File: src/indexed_shift_list_macros.svh
// ----------------------------------------------------------------------------
// Indexed shift list assertion macros
// Shared assertion forms used by the list's RTL. They rely on clk and rst_n
// being present in the module that uses them.
// ----------------------------------------------------------------------------
`ifndef INDEXED_SHIFT_LIST_MACROS_SVH
`define INDEXED_SHIFT_LIST_MACROS_SVH

// The consequent must hold in the same cycle as the antecedent.
`define ISL_ASSERT_SAME(label, ante, cons, msg) \
  label: assert property (@(posedge clk) disable iff (!rst_n) (ante) |-> (cons)) \
    else $error(msg);

// The consequent must hold in the cycle after the antecedent.
`define ISL_ASSERT_NEXT(label, ante, cons, msg) \
  label: assert property (@(posedge clk) disable iff (!rst_n) (ante) |=> (cons)) \
    else $error(msg);

`endif

File: src/isl_pkg.sv
// ----------------------------------------------------------------------------
// Indexed shift list package
// Word types, operation and status codes, and the command that passes from
// the classifying front end to the list engine.
// ----------------------------------------------------------------------------
package isl_pkg;

  localparam int CAPACITY_DEF = 64;
  localparam int QUEUE_DEPTH  = 2;
  localparam int OP_W         = 3;
  localparam int IDX_W        = 7;
  localparam int DATA_W       = 32;
  localparam int STATUS_W     = 2;
  localparam int COUNT_W      = 7;
  localparam int CMD_ADDR_W   = 12;

  localparam logic [OP_W-1:0] OP_APPEND  = 3'd0;
  localparam logic [OP_W-1:0] OP_INSERT  = 3'd1;
  localparam logic [OP_W-1:0] OP_GET     = 3'd2;
  localparam logic [OP_W-1:0] OP_REMOVE  = 3'd3;
  localparam logic [OP_W-1:0] OP_REPLACE = 3'd4;
  localparam logic [OP_W-1:0] OP_CLEAR   = 3'd5;

  localparam logic [STATUS_W-1:0] ST_OK    = 2'd0;
  localparam logic [STATUS_W-1:0] ST_RANGE = 2'd1;
  localparam logic [STATUS_W-1:0] ST_FULL  = 2'd2;

  typedef enum logic [2:0] {
    ACT_NONE,
    ACT_WRITE,
    ACT_READ,
    ACT_SHIFT_UP,
    ACT_SHIFT_DOWN
  } act_t;

  typedef struct packed {
    logic [OP_W-1:0]          operation;
    logic [IDX_W-1:0]         index;
    logic signed [DATA_W-1:0] value;
  } in_word_t;

  typedef struct packed {
    logic signed [DATA_W-1:0] read_word;
    logic [STATUS_W-1:0]      status;
    logic [COUNT_W-1:0]       count;
  } out_word_t;

  typedef struct packed {
    act_t                     act;
    logic [CMD_ADDR_W-1:0]    addr;
    logic                     has_move;
    logic [CMD_ADDR_W-1:0]    first;
    logic [CMD_ADDR_W-1:0]    last;
    logic signed [DATA_W-1:0] value;
    logic [STATUS_W-1:0]      status;
    logic [COUNT_W-1:0]       count;
  } cmd_t;

endpackage

File: src/isl_ram.sv
// ----------------------------------------------------------------------------
// Indexed shift list RAM
// Simple dual-port memory: one write port and one read port with registered
// read data.
// ----------------------------------------------------------------------------
module isl_ram #(
  parameter int WIDTH = 32,
  parameter int DEPTH = 64
) (
  input  logic                     clk,
  input  logic                     we,
  input  logic [$clog2(DEPTH)-1:0] waddr,
  input  logic [WIDTH-1:0]         wdata,
  input  logic [$clog2(DEPTH)-1:0] raddr,
  output logic [WIDTH-1:0]         rdata_r
);

  logic [WIDTH-1:0] mem [DEPTH];

  always_ff @(posedge clk) begin
    if (we) begin
      mem[waddr] <= wdata;
    end
    rdata_r <= mem[raddr];
  end

endmodule

File: src/isl_queue.sv
// ----------------------------------------------------------------------------
// Indexed shift list queue
// Small first-in first-out buffer that decouples two sides of the list.
// ----------------------------------------------------------------------------
module isl_queue #(
  parameter int WIDTH = 8,
  parameter int DEPTH = isl_pkg::QUEUE_DEPTH
) (
  input  logic             clk,
  input  logic             rst_n,
  input  logic             push,
  input  logic [WIDTH-1:0] push_data,
  output logic             full,
  input  logic             pop,
  output logic [WIDTH-1:0] pop_data,
  output logic             empty
);

  localparam int PW = (DEPTH > 1) ? $clog2(DEPTH) : 1;
  localparam int LW = $clog2(DEPTH + 1);

  logic [WIDTH-1:0] mem_r [DEPTH];
  logic [PW-1:0]    wr_ptr_r, wr_ptr_nxt;
  logic [PW-1:0]    rd_ptr_r, rd_ptr_nxt;
  logic [LW-1:0]    level_r, level_nxt;
  logic             do_push, do_pop;

  assign full     = (level_r == LW'(DEPTH));
  assign empty    = (level_r == '0);
  assign do_push  = push & ~full;
  assign do_pop   = pop & ~empty;
  assign pop_data = mem_r[rd_ptr_r];

  always_comb begin
    wr_ptr_nxt = wr_ptr_r;
    rd_ptr_nxt = rd_ptr_r;
    level_nxt  = level_r;
    if (do_push) begin
      wr_ptr_nxt = (wr_ptr_r == PW'(DEPTH - 1)) ? '0 : wr_ptr_r + PW'(1);
    end
    if (do_pop) begin
      rd_ptr_nxt = (rd_ptr_r == PW'(DEPTH - 1)) ? '0 : rd_ptr_r + PW'(1);
    end
    if (do_push && !do_pop) begin
      level_nxt = level_r + LW'(1);
    end else if (do_pop && !do_push) begin
      level_nxt = level_r - LW'(1);
    end
  end

  always_ff @(posedge clk) begin
    if (!rst_n) begin
      wr_ptr_r <= '0;
      rd_ptr_r <= '0;
      level_r  <= '0;
    end else begin
      wr_ptr_r <= wr_ptr_nxt;
      rd_ptr_r <= rd_ptr_nxt;
      level_r  <= level_nxt;
    end
  end

  always_ff @(posedge clk) begin
    if (do_push) begin
      mem_r[wr_ptr_r] <= push_data;
    end
  end

endmodule

File: src/isl_front.sv
// ----------------------------------------------------------------------------
// Indexed shift list front end
// Accepts requests, keeps the authoritative entry count and turns each
// request into a fully resolved command for the list engine.
// ----------------------------------------------------------------------------
module isl_front #(
  parameter int CAPACITY = isl_pkg::CAPACITY_DEF
) (
  input  logic              clk,
  input  logic              rst_n,
  input  logic              in_push,
  input  isl_pkg::in_word_t in_word,
  input  logic              cmd_full,
  output logic              cmd_push,
  output isl_pkg::cmd_t     cmd
);

  localparam int CW = $clog2(CAPACITY + 1);
  localparam int W  = (CW > isl_pkg::IDX_W) ? CW : isl_pkg::IDX_W;
  localparam int AW = isl_pkg::CMD_ADDR_W;

  logic [CW-1:0] count_r, count_nxt;
  logic [W-1:0]  idx_x, cnt_x, cap_x, cnt_new;
  logic          accept;

  assign accept   = in_push & ~cmd_full;
  assign cmd_push = accept;

  always_comb begin
    idx_x        = W'(in_word.index);
    cnt_x        = W'(count_r);
    cap_x        = W'(CAPACITY);
    cnt_new      = cnt_x;
    cmd.act      = isl_pkg::ACT_NONE;
    cmd.addr     = AW'(idx_x);
    cmd.has_move = 1'b0;
    cmd.first    = '0;
    cmd.last     = '0;
    cmd.value    = in_word.value;
    cmd.status   = isl_pkg::ST_OK;
    case (in_word.operation)
      isl_pkg::OP_APPEND: begin
        if (cnt_x == cap_x) begin
          cmd.status = isl_pkg::ST_FULL;
        end else begin
          cmd.act  = isl_pkg::ACT_WRITE;
          cmd.addr = AW'(cnt_x);
          cnt_new  = cnt_x + W'(1);
        end
      end
      isl_pkg::OP_INSERT: begin
        if (idx_x > cnt_x) begin
          cmd.status = isl_pkg::ST_RANGE;
        end else if (cnt_x == cap_x) begin
          cmd.status = isl_pkg::ST_FULL;
        end else begin
          cmd.act      = isl_pkg::ACT_SHIFT_UP;
          cmd.has_move = (cnt_x > idx_x);
          cmd.first    = AW'(cnt_x - W'(1));
          cmd.last     = AW'(idx_x);
          cnt_new      = cnt_x + W'(1);
        end
      end
      isl_pkg::OP_GET: begin
        if (idx_x >= cnt_x) begin
          cmd.status = isl_pkg::ST_RANGE;
        end else begin
          cmd.act = isl_pkg::ACT_READ;
        end
      end
      isl_pkg::OP_REMOVE: begin
        if (idx_x >= cnt_x) begin
          cmd.status = isl_pkg::ST_RANGE;
        end else begin
          cmd.act      = isl_pkg::ACT_SHIFT_DOWN;
          cmd.has_move = ((idx_x + W'(1)) < cnt_x);
          cmd.first    = AW'(idx_x + W'(1));
          cmd.last     = AW'(cnt_x - W'(1));
          cnt_new      = cnt_x - W'(1);
        end
      end
      isl_pkg::OP_REPLACE: begin
        if (idx_x >= cnt_x) begin
          cmd.status = isl_pkg::ST_RANGE;
        end else begin
          cmd.act = isl_pkg::ACT_WRITE;
        end
      end
      isl_pkg::OP_CLEAR: begin
        cnt_new = '0;
      end
      default: begin
        cnt_new = cnt_x;
      end
    endcase
    cmd.count = isl_pkg::COUNT_W'(cnt_new);
    count_nxt = accept ? CW'(cnt_new) : count_r;
  end

  always_ff @(posedge clk) begin
    if (!rst_n) begin
      count_r <= '0;
    end else begin
      count_r <= count_nxt;
    end
  end

endmodule

File: src/isl_back.sv
// ----------------------------------------------------------------------------
// Indexed shift list engine
// Carries out resolved commands on the entry memory, moving one word per
// cycle for inserts and removals, and produces one result word per command.
// ----------------------------------------------------------------------------
`include "indexed_shift_list_macros.svh"

module isl_back #(
  parameter int CAPACITY = isl_pkg::CAPACITY_DEF
) (
  input  logic               clk,
  input  logic               rst_n,
  input  logic               cmd_empty,
  input  isl_pkg::cmd_t      cmd,
  output logic               cmd_pop,
  input  logic               res_full,
  output logic               res_push,
  output isl_pkg::out_word_t res
);

  localparam int AW = $clog2(CAPACITY);

  typedef enum logic [3:0] {
    S_IDLE     = 4'b0001,
    S_GET_WAIT = 4'b0010,
    S_MOVE     = 4'b0100,
    S_INS_WR   = 4'b1000
  } back_state_t;

  back_state_t   state_r, state_nxt;
  isl_pkg::cmd_t cur_r, cur_nxt;
  logic [AW-1:0] ptr_r, ptr_nxt;

  logic                          ram_we;
  logic [AW-1:0]                 ram_waddr;
  logic [isl_pkg::DATA_W-1:0]    ram_wdata;
  logic [AW-1:0]                 ram_raddr;
  logic [isl_pkg::DATA_W-1:0]    ram_rdata;
  logic                          going_up;

  isl_ram #(
    .WIDTH(isl_pkg::DATA_W),
    .DEPTH(CAPACITY)
  ) u_ram (
    .clk    (clk),
    .we     (ram_we),
    .waddr  (ram_waddr),
    .wdata  (ram_wdata),
    .raddr  (ram_raddr),
    .rdata_r(ram_rdata)
  );

  assign going_up = (cur_r.act == isl_pkg::ACT_SHIFT_UP);

  always_comb begin
    state_nxt     = state_r;
    cur_nxt       = cur_r;
    ptr_nxt       = ptr_r;
    cmd_pop       = 1'b0;
    res_push      = 1'b0;
    res.read_word = '0;
    res.status    = cur_r.status;
    res.count     = cur_r.count;
    ram_we        = 1'b0;
    ram_waddr     = ptr_r;
    ram_wdata     = ram_rdata;
    ram_raddr     = ptr_r;
    case (state_r)
      S_IDLE: begin
        if (!cmd_empty && !res_full) begin
          cmd_pop    = 1'b1;
          cur_nxt    = cmd;
          res.status = cmd.status;
          res.count  = cmd.count;
          case (cmd.act)
            isl_pkg::ACT_WRITE: begin
              ram_we    = 1'b1;
              ram_waddr = AW'(cmd.addr);
              ram_wdata = cmd.value;
              res_push  = 1'b1;
            end
            isl_pkg::ACT_READ: begin
              ram_raddr = AW'(cmd.addr);
              state_nxt = S_GET_WAIT;
            end
            isl_pkg::ACT_SHIFT_UP, isl_pkg::ACT_SHIFT_DOWN: begin
              if (cmd.has_move) begin
                ram_raddr = AW'(cmd.first);
                ptr_nxt   = AW'(cmd.first);
                state_nxt = S_MOVE;
              end else if (cmd.act == isl_pkg::ACT_SHIFT_UP) begin
                ram_we    = 1'b1;
                ram_waddr = AW'(cmd.addr);
                ram_wdata = cmd.value;
                res_push  = 1'b1;
              end else begin
                res_push = 1'b1;
              end
            end
            default: begin
              res_push = 1'b1;
            end
          endcase
        end
      end
      S_GET_WAIT: begin
        res.read_word = ram_rdata;
        res_push      = 1'b1;
        state_nxt     = S_IDLE;
      end
      S_MOVE: begin
        ram_we    = 1'b1;
        ram_waddr = going_up ? ptr_r + AW'(1) : ptr_r - AW'(1);
        if (ptr_r == AW'(cur_r.last)) begin
          if (going_up) begin
            state_nxt = S_INS_WR;
          end else begin
            res_push  = 1'b1;
            state_nxt = S_IDLE;
          end
        end else begin
          ptr_nxt   = going_up ? ptr_r - AW'(1) : ptr_r + AW'(1);
          ram_raddr = ptr_nxt;
        end
      end
      S_INS_WR: begin
        ram_we    = 1'b1;
        ram_waddr = AW'(cur_r.addr);
        ram_wdata = cur_r.value;
        res_push  = 1'b1;
        state_nxt = S_IDLE;
      end
      default: begin
        state_nxt = S_IDLE;
      end
    endcase
  end

  always_ff @(posedge clk) begin
    if (!rst_n) begin
      state_r <= S_IDLE;
    end else begin
      state_r <= state_nxt;
    end
  end

  always_ff @(posedge clk) begin
    cur_r <= cur_nxt;
    ptr_r <= ptr_nxt;
  end

  `ISL_ASSERT_SAME(a_pop_only_idle, cmd_pop, state_r == S_IDLE, "command taken while busy")
  `ISL_ASSERT_SAME(a_slot_reserved, state_r != S_IDLE, !res_full, "no result slot held")
  `ISL_ASSERT_NEXT(a_get_result, cmd_pop && cmd.act == isl_pkg::ACT_READ, state_r == S_GET_WAIT && res_push, "get result missing")
  `ISL_ASSERT_SAME(a_write_in_range, ram_we, {1'b0, ram_waddr} < (AW + 1)'(CAPACITY), "write beyond capacity")

endmodule

File: src/indexed_shift_list.sv
// ----------------------------------------------------------------------------
// Indexed shift list
// A fixed-capacity ordered list of signed 32-bit words with append, insert,
// get, remove, replace and clear, one result word per request word.
// ----------------------------------------------------------------------------
// Requests are classified on entry, so status and count are known at once;
// the engine then works through them one at a time from a two-word queue,
// with a two-word result queue behind it. Append, replace, clear, unused
// codes and every failed request finish in the idle state; a get reads the
// memory, then returns the word from a wait state; an insert that moves
// entries shifts them up, then writes the new word; one at the end writes
// at once; a removal shifts later entries down unless it is of the last.
// The single entry memory moves one word per cycle through its one read
// and one write port. The memory needs no clearing after reset.
module indexed_shift_list #(
  parameter int CAPACITY = isl_pkg::CAPACITY_DEF
) (
  input  logic               clk,
  input  logic               rst_n,
  input  logic               in_push,
  output logic               in_full,
  input  isl_pkg::in_word_t  in_word,
  output logic               out_empty,
  input  logic               out_pop,
  output isl_pkg::out_word_t out_word
);

  localparam int CMD_W = $bits(isl_pkg::cmd_t);
  localparam int RES_W = $bits(isl_pkg::out_word_t);

  logic               cmd_full, cmd_push, cmd_empty, cmd_pop;
  isl_pkg::cmd_t      cmd_in, cmd_out;
  logic               res_full, res_push;
  isl_pkg::out_word_t res_in;

  assign in_full = cmd_full;

  isl_front #(
    .CAPACITY(CAPACITY)
  ) u_front (
    .clk     (clk),
    .rst_n   (rst_n),
    .in_push (in_push),
    .in_word (in_word),
    .cmd_full(cmd_full),
    .cmd_push(cmd_push),
    .cmd     (cmd_in)
  );

  isl_queue #(
    .WIDTH(CMD_W),
    .DEPTH(isl_pkg::QUEUE_DEPTH)
  ) u_cmd_queue (
    .clk      (clk),
    .rst_n    (rst_n),
    .push     (cmd_push),
    .push_data(cmd_in),
    .full     (cmd_full),
    .pop      (cmd_pop),
    .pop_data (cmd_out),
    .empty    (cmd_empty)
  );

  isl_back #(
    .CAPACITY(CAPACITY)
  ) u_back (
    .clk      (clk),
    .rst_n    (rst_n),
    .cmd_empty(cmd_empty),
    .cmd      (cmd_out),
    .cmd_pop  (cmd_pop),
    .res_full (res_full),
    .res_push (res_push),
    .res      (res_in)
  );

  isl_queue #(
    .WIDTH(RES_W),
    .DEPTH(isl_pkg::QUEUE_DEPTH)
  ) u_res_queue (
    .clk      (clk),
    .rst_n    (rst_n),
    .push     (res_push),
    .push_data(res_in),
    .full     (res_full),
    .pop      (out_pop),
    .pop_data (out_word),
    .empty    (out_empty)
  );

endmodule
File: config.mk
export PLATFORM = sky130hd
export DESIGN_NAME = indexed_shift_list
export DESIGN_NICKNAME = d
export VERILOG_FILES = /design/src/isl_pkg.sv /design/src/isl_ram.sv /design/src/isl_queue.sv /design/src/isl_front.sv /design/src/isl_back.sv /design/src/indexed_shift_list.sv
export VERILOG_INCLUDE_DIRS = /design/src /design/src/src
export SDC_FILE = /design/constraint.sdc
export NUM_CORES = 2
export LEC_CHECK = 0
export ABC_AREA = 0
export ABC_CLOCK_PERIOD_IN_PS = 7600
export CAP_MARGIN = 20
export CELL_PAD_IN_SITES_DETAIL_PLACEMENT = 0
export CELL_PAD_IN_SITES_GLOBAL_PLACEMENT = 1
export CORE_ASPECT_RATIO = 0.5
export CORE_MARGIN = 4
export CORE_UTILIZATION = 30
export CTS_CLUSTER_DIAMETER = 80
export CTS_CLUSTER_SIZE = 12
export DETAILED_ROUTE_END_ITERATION = 10
export DONT_BUFFER_PORTS = 1
export PLACE_DENSITY = 0.54
export SLEW_MARGIN = 20
export SYNTH_ARGS = -nofsm -noshare
export SYNTH_HDL_FRONTEND = slang
export SYNTH_SLANG_ARGS = --single-unit
File: constraint.sdc
create_clock -name clk -period 7.6 [get_ports clk]
set_input_delay 1.52 -clock clk [delete_from_list [all_inputs] [get_ports clk]]
set_output_delay 1.52 -clock clk [all_outputs]
set_load 0.03 [all_outputs]
==> reports/qor.txt <==
ANT nets after route = 0
Tot Pwr = 45.0 mW
synth warn = 0
DR WL/cell = 29.1 um
Net Sw Frac = 39.3%
CTS Buf Count = 224
via-per-instance ratio = 5.26
FP Rows = 145
GRT Overall Usage = 18.5%
antenna violations before repair = 31
Total Routed Length = 310,000 um
switching power = 17.7 mW
critical-path maximum fanout = 133
residual DRC count = 0
io pins = 89
RSZ-0062 raised after global routing = no
Post-layout nets = 6,393
EDFF count, synth = 2,318
Startpoint Class = flop
largest net degree at the start of global routing = 151
clock latency on the worst-skew pair = 920 ps
Non-Filler Instances = 10,600
Die H = 404 um
fraction of layout cells with a size suffix above 1 = 11.5%
Synth-to-Final Area Change = 13.4%
Syn Nets = 6,352
Hold Fails Final Rpt = 0
Port-buffer cells = 0
Worst VDD drop = 0.000407 V
Setup Skew = 97.4 ps
Flop pwr share = 41.5%
Static Leak = 35.1 nW
Slew headroom = 23.3%
GPL Wtd Cong = 0.813
postcts setup bufs = 0
Initial Util = 30.2%
H-tree Lvls = 4
outcome = complete, no violations
Post-Syn Area per Cell = 15.0 um^2
post-CTS sizing = 0
initial DRC count = 5,966
vias in the first global route = 53,400
final core occ = 34.2%
Netlist cell types = 83
post-layout min period = 6160 ps
clock power share = 22.9%
1st-pass router iterations = 5
sequential share of the synthesized area = 74.9%
Hold Crit Class = reg2reg
chip width = 801 um
first-pass GRT wire length = 431,000 um
Crit path required time = 8350 ps
Final Slew Violations = 0
HPWL after DPL = 179,000 um
maximum clock frequency = 162 MHz
register bit total from synthesis = 2,371
clk sink count = 2,371
CP Class = reg2reg
# setup viols final = 0
commonest non-fill, non-tap cell in the layout = edfxtp_1
P_int = 27.3 mW
via count = 56,000
CP arrival = 6900 ps
final worst-path cycle share = 81.0%
most frequent cells in the layout = edfxtp_1 (2,318), nand2_1 (1,023), a211oi_1 (478), and3_1 (386), mux2i_1 (344)
Cells after Synth = 6,283
CP endpoint kind = flop
Comb power frac = 35.7%
maxcap violations = 0
Die Area = 324,000 um^2
Worst Tran Pin Value = 1150 ps
CTS max path bufs = 4
ys async rst share = 0%
Cell Pwr Density = 421 nW/um^2
Placed Cells incl. Taps = 10,300
root buffer cell = clkbuf_16
CTS tree = done
Post-CTS Hold Buffers = 0
Clock transition at path regs = 60 ps
TNS Setup = 0 ps
Cell Area, Synth = 94,300 um^2
ys flop type = edfxtp_1
core area = 313,000 um^2
grt total ovfl = 0
## flip-flops by register name (all words and copies together), names as in the netlist, 4 cells and up, named ones only
name / cells
u_front.cnt_x: 7
u_back.ptr_r: 6
u_back.state_r: 4
u_res_queue.mem_r: 82
u_back.cur_r: 56
u_cmd_queue.mem_r: 126
u_back.u_ram.mem: 2048
u_back.u_ram.rdata_r: 32
## cell type report
cell class                 count  area, um^2
fill                       30000      206000
sequential                  2371       70700
multi-input combinational   3456       22500
clock buffer                 330        6070
tap                         4189        5240
timing repair buffer         244        2280
clock inverter                10         118
inverter                      27         106
antenna                       10        25.0
## routing by layer
metal | up-vias | GRT usage, % | share of wire, %
met5 | - | 0 | 0.0042
met4 | 2 | 3.91 | 2.2
met3 | 361 | 2.95 | 6.3
met2 | 1756 | 29.0 | 45
met1 | 29400 | 27.1 | 46
li1 | 24500 | - | -
## stage by stage
stage	area (um^2)	hold WS (ps)	setup WS [ps]
2_1_floorplan	94300	472	2090
3_3_place_gp	101000	490	168
3_5_place_dp	101000	500	1640
4_1_cts	107000	513	1590
5_1_grt	107000	552	1260
6_report	107000	514	1440
## cell families (layout without fill, tap and decap cells)
| family | Yosys count | after routing | share of synthesized area [%] |
|---|---|---|---|
| flip-flops | 2371 | 2371 | 74.9 |
| AND/OR/NAND/NOR | 2026 | 2026 | 10.2 |
| AO/OA/AOI/OAI | 921 | 921 | 7.31 |
| buffers and inverters | 456 | 611 | 2.03 |
| multiplexers | 452 | 452 | 4.95 |
| XOR/XNOR | 34 | 34 | 0.316 |
| adder cells (fa/ha/maj) | 23 | 23 | 0.305 |
| other | 0 | 10 | 0 |
## final timing paths
| kind | slack (ps) | cells after the start | endpoint | start |
|---|---|---|---|---|
| hold reg to reg | 510 | 2 | u_cmd_queue.level_r[1]$_SDFFE_PN0P_ | u_cmd_queue.level_r[1]$_SDFFE_PN0P_ |
| setup / recovery | 1440 | 12 | u_back.u_ram.rdata_r[8]$_DFF_P_ | u_back.state_r[0]$_SDFFE_PN1P_ |
| setup reg to reg | 1440 | 12 | u_back.u_ram.rdata_r[8]$_DFF_P_ | u_back.state_r[0]$_SDFFE_PN1P_ |
| hold / removal | 510 | 2 | u_cmd_queue.level_r[1]$_SDFFE_PN0P_ | u_cmd_queue.level_r[1]$_SDFFE_PN0P_ |
## worst max-delay path, cell delays in order (launching register included)
cell,delay [ps]
dfxtp_1,530
or4b_1,660
or3_1,590
clkinv_4,140
o21ai_2,100
o211ai_4,170
buf_4,580
and2_4,730
buf_12,510
nand2_1,110
a32oi_1,290
nand4_1,850
nand4_1,390
## power groups by stage
| stage | clock (mW) | combinational, mW | sequential [mW] |
|---|---|---|---|
| 2_1_floorplan | 0 | 8.57 | 18.6 |
| 3_3_place_gp | 0 | 16.0 | 18.9 |
| 3_5_place_dp | 0 | 16.1 | 18.9 |
| 4_1_cts | 10.6 | 16.1 | 18.7 |
| 5_1_grt | 11.1 | 17.0 | 18.7 |
| 6_report | 10.3 | 16.1 | 18.7 |
## cells in the mapped netlist (7+ instances only)
master	count	area (um^2)
a221o_1	38	380
dfxtp_1	53	1060
mux2_2	105	1180
nand4_1	103	644
clkbuf_1	267	1000
a2111oi_0	32	280
and3_1	387	2420
xor2_1	13	114
mux2i_1	344	3440
nand2_1	1025	3850
and2_1	68	425
nor2b_1	8	50.1
a32oi_1	67	587
a211oi_1	478	3590
o21ai_0	44	220
nand2b_1	11	68.8
buf_2	111	556
nor3_1	25	125
a21oi_1	31	155
a21o_1	8	60.1
a221oi_1	7	61.3
xnor2_1	21	184
nor4_1	36	225
inv_1	24	90.1
or3_1	8	50.1
edfxtp_1	2318	69600
nand3_1	207	1040
buf_4	14	105
buf_1	36	135
a22oi_1	35	263
nor2_1	118	443
ha_1	23	288
a31oi_1	131	820
(Power assumes the default switching activity.)
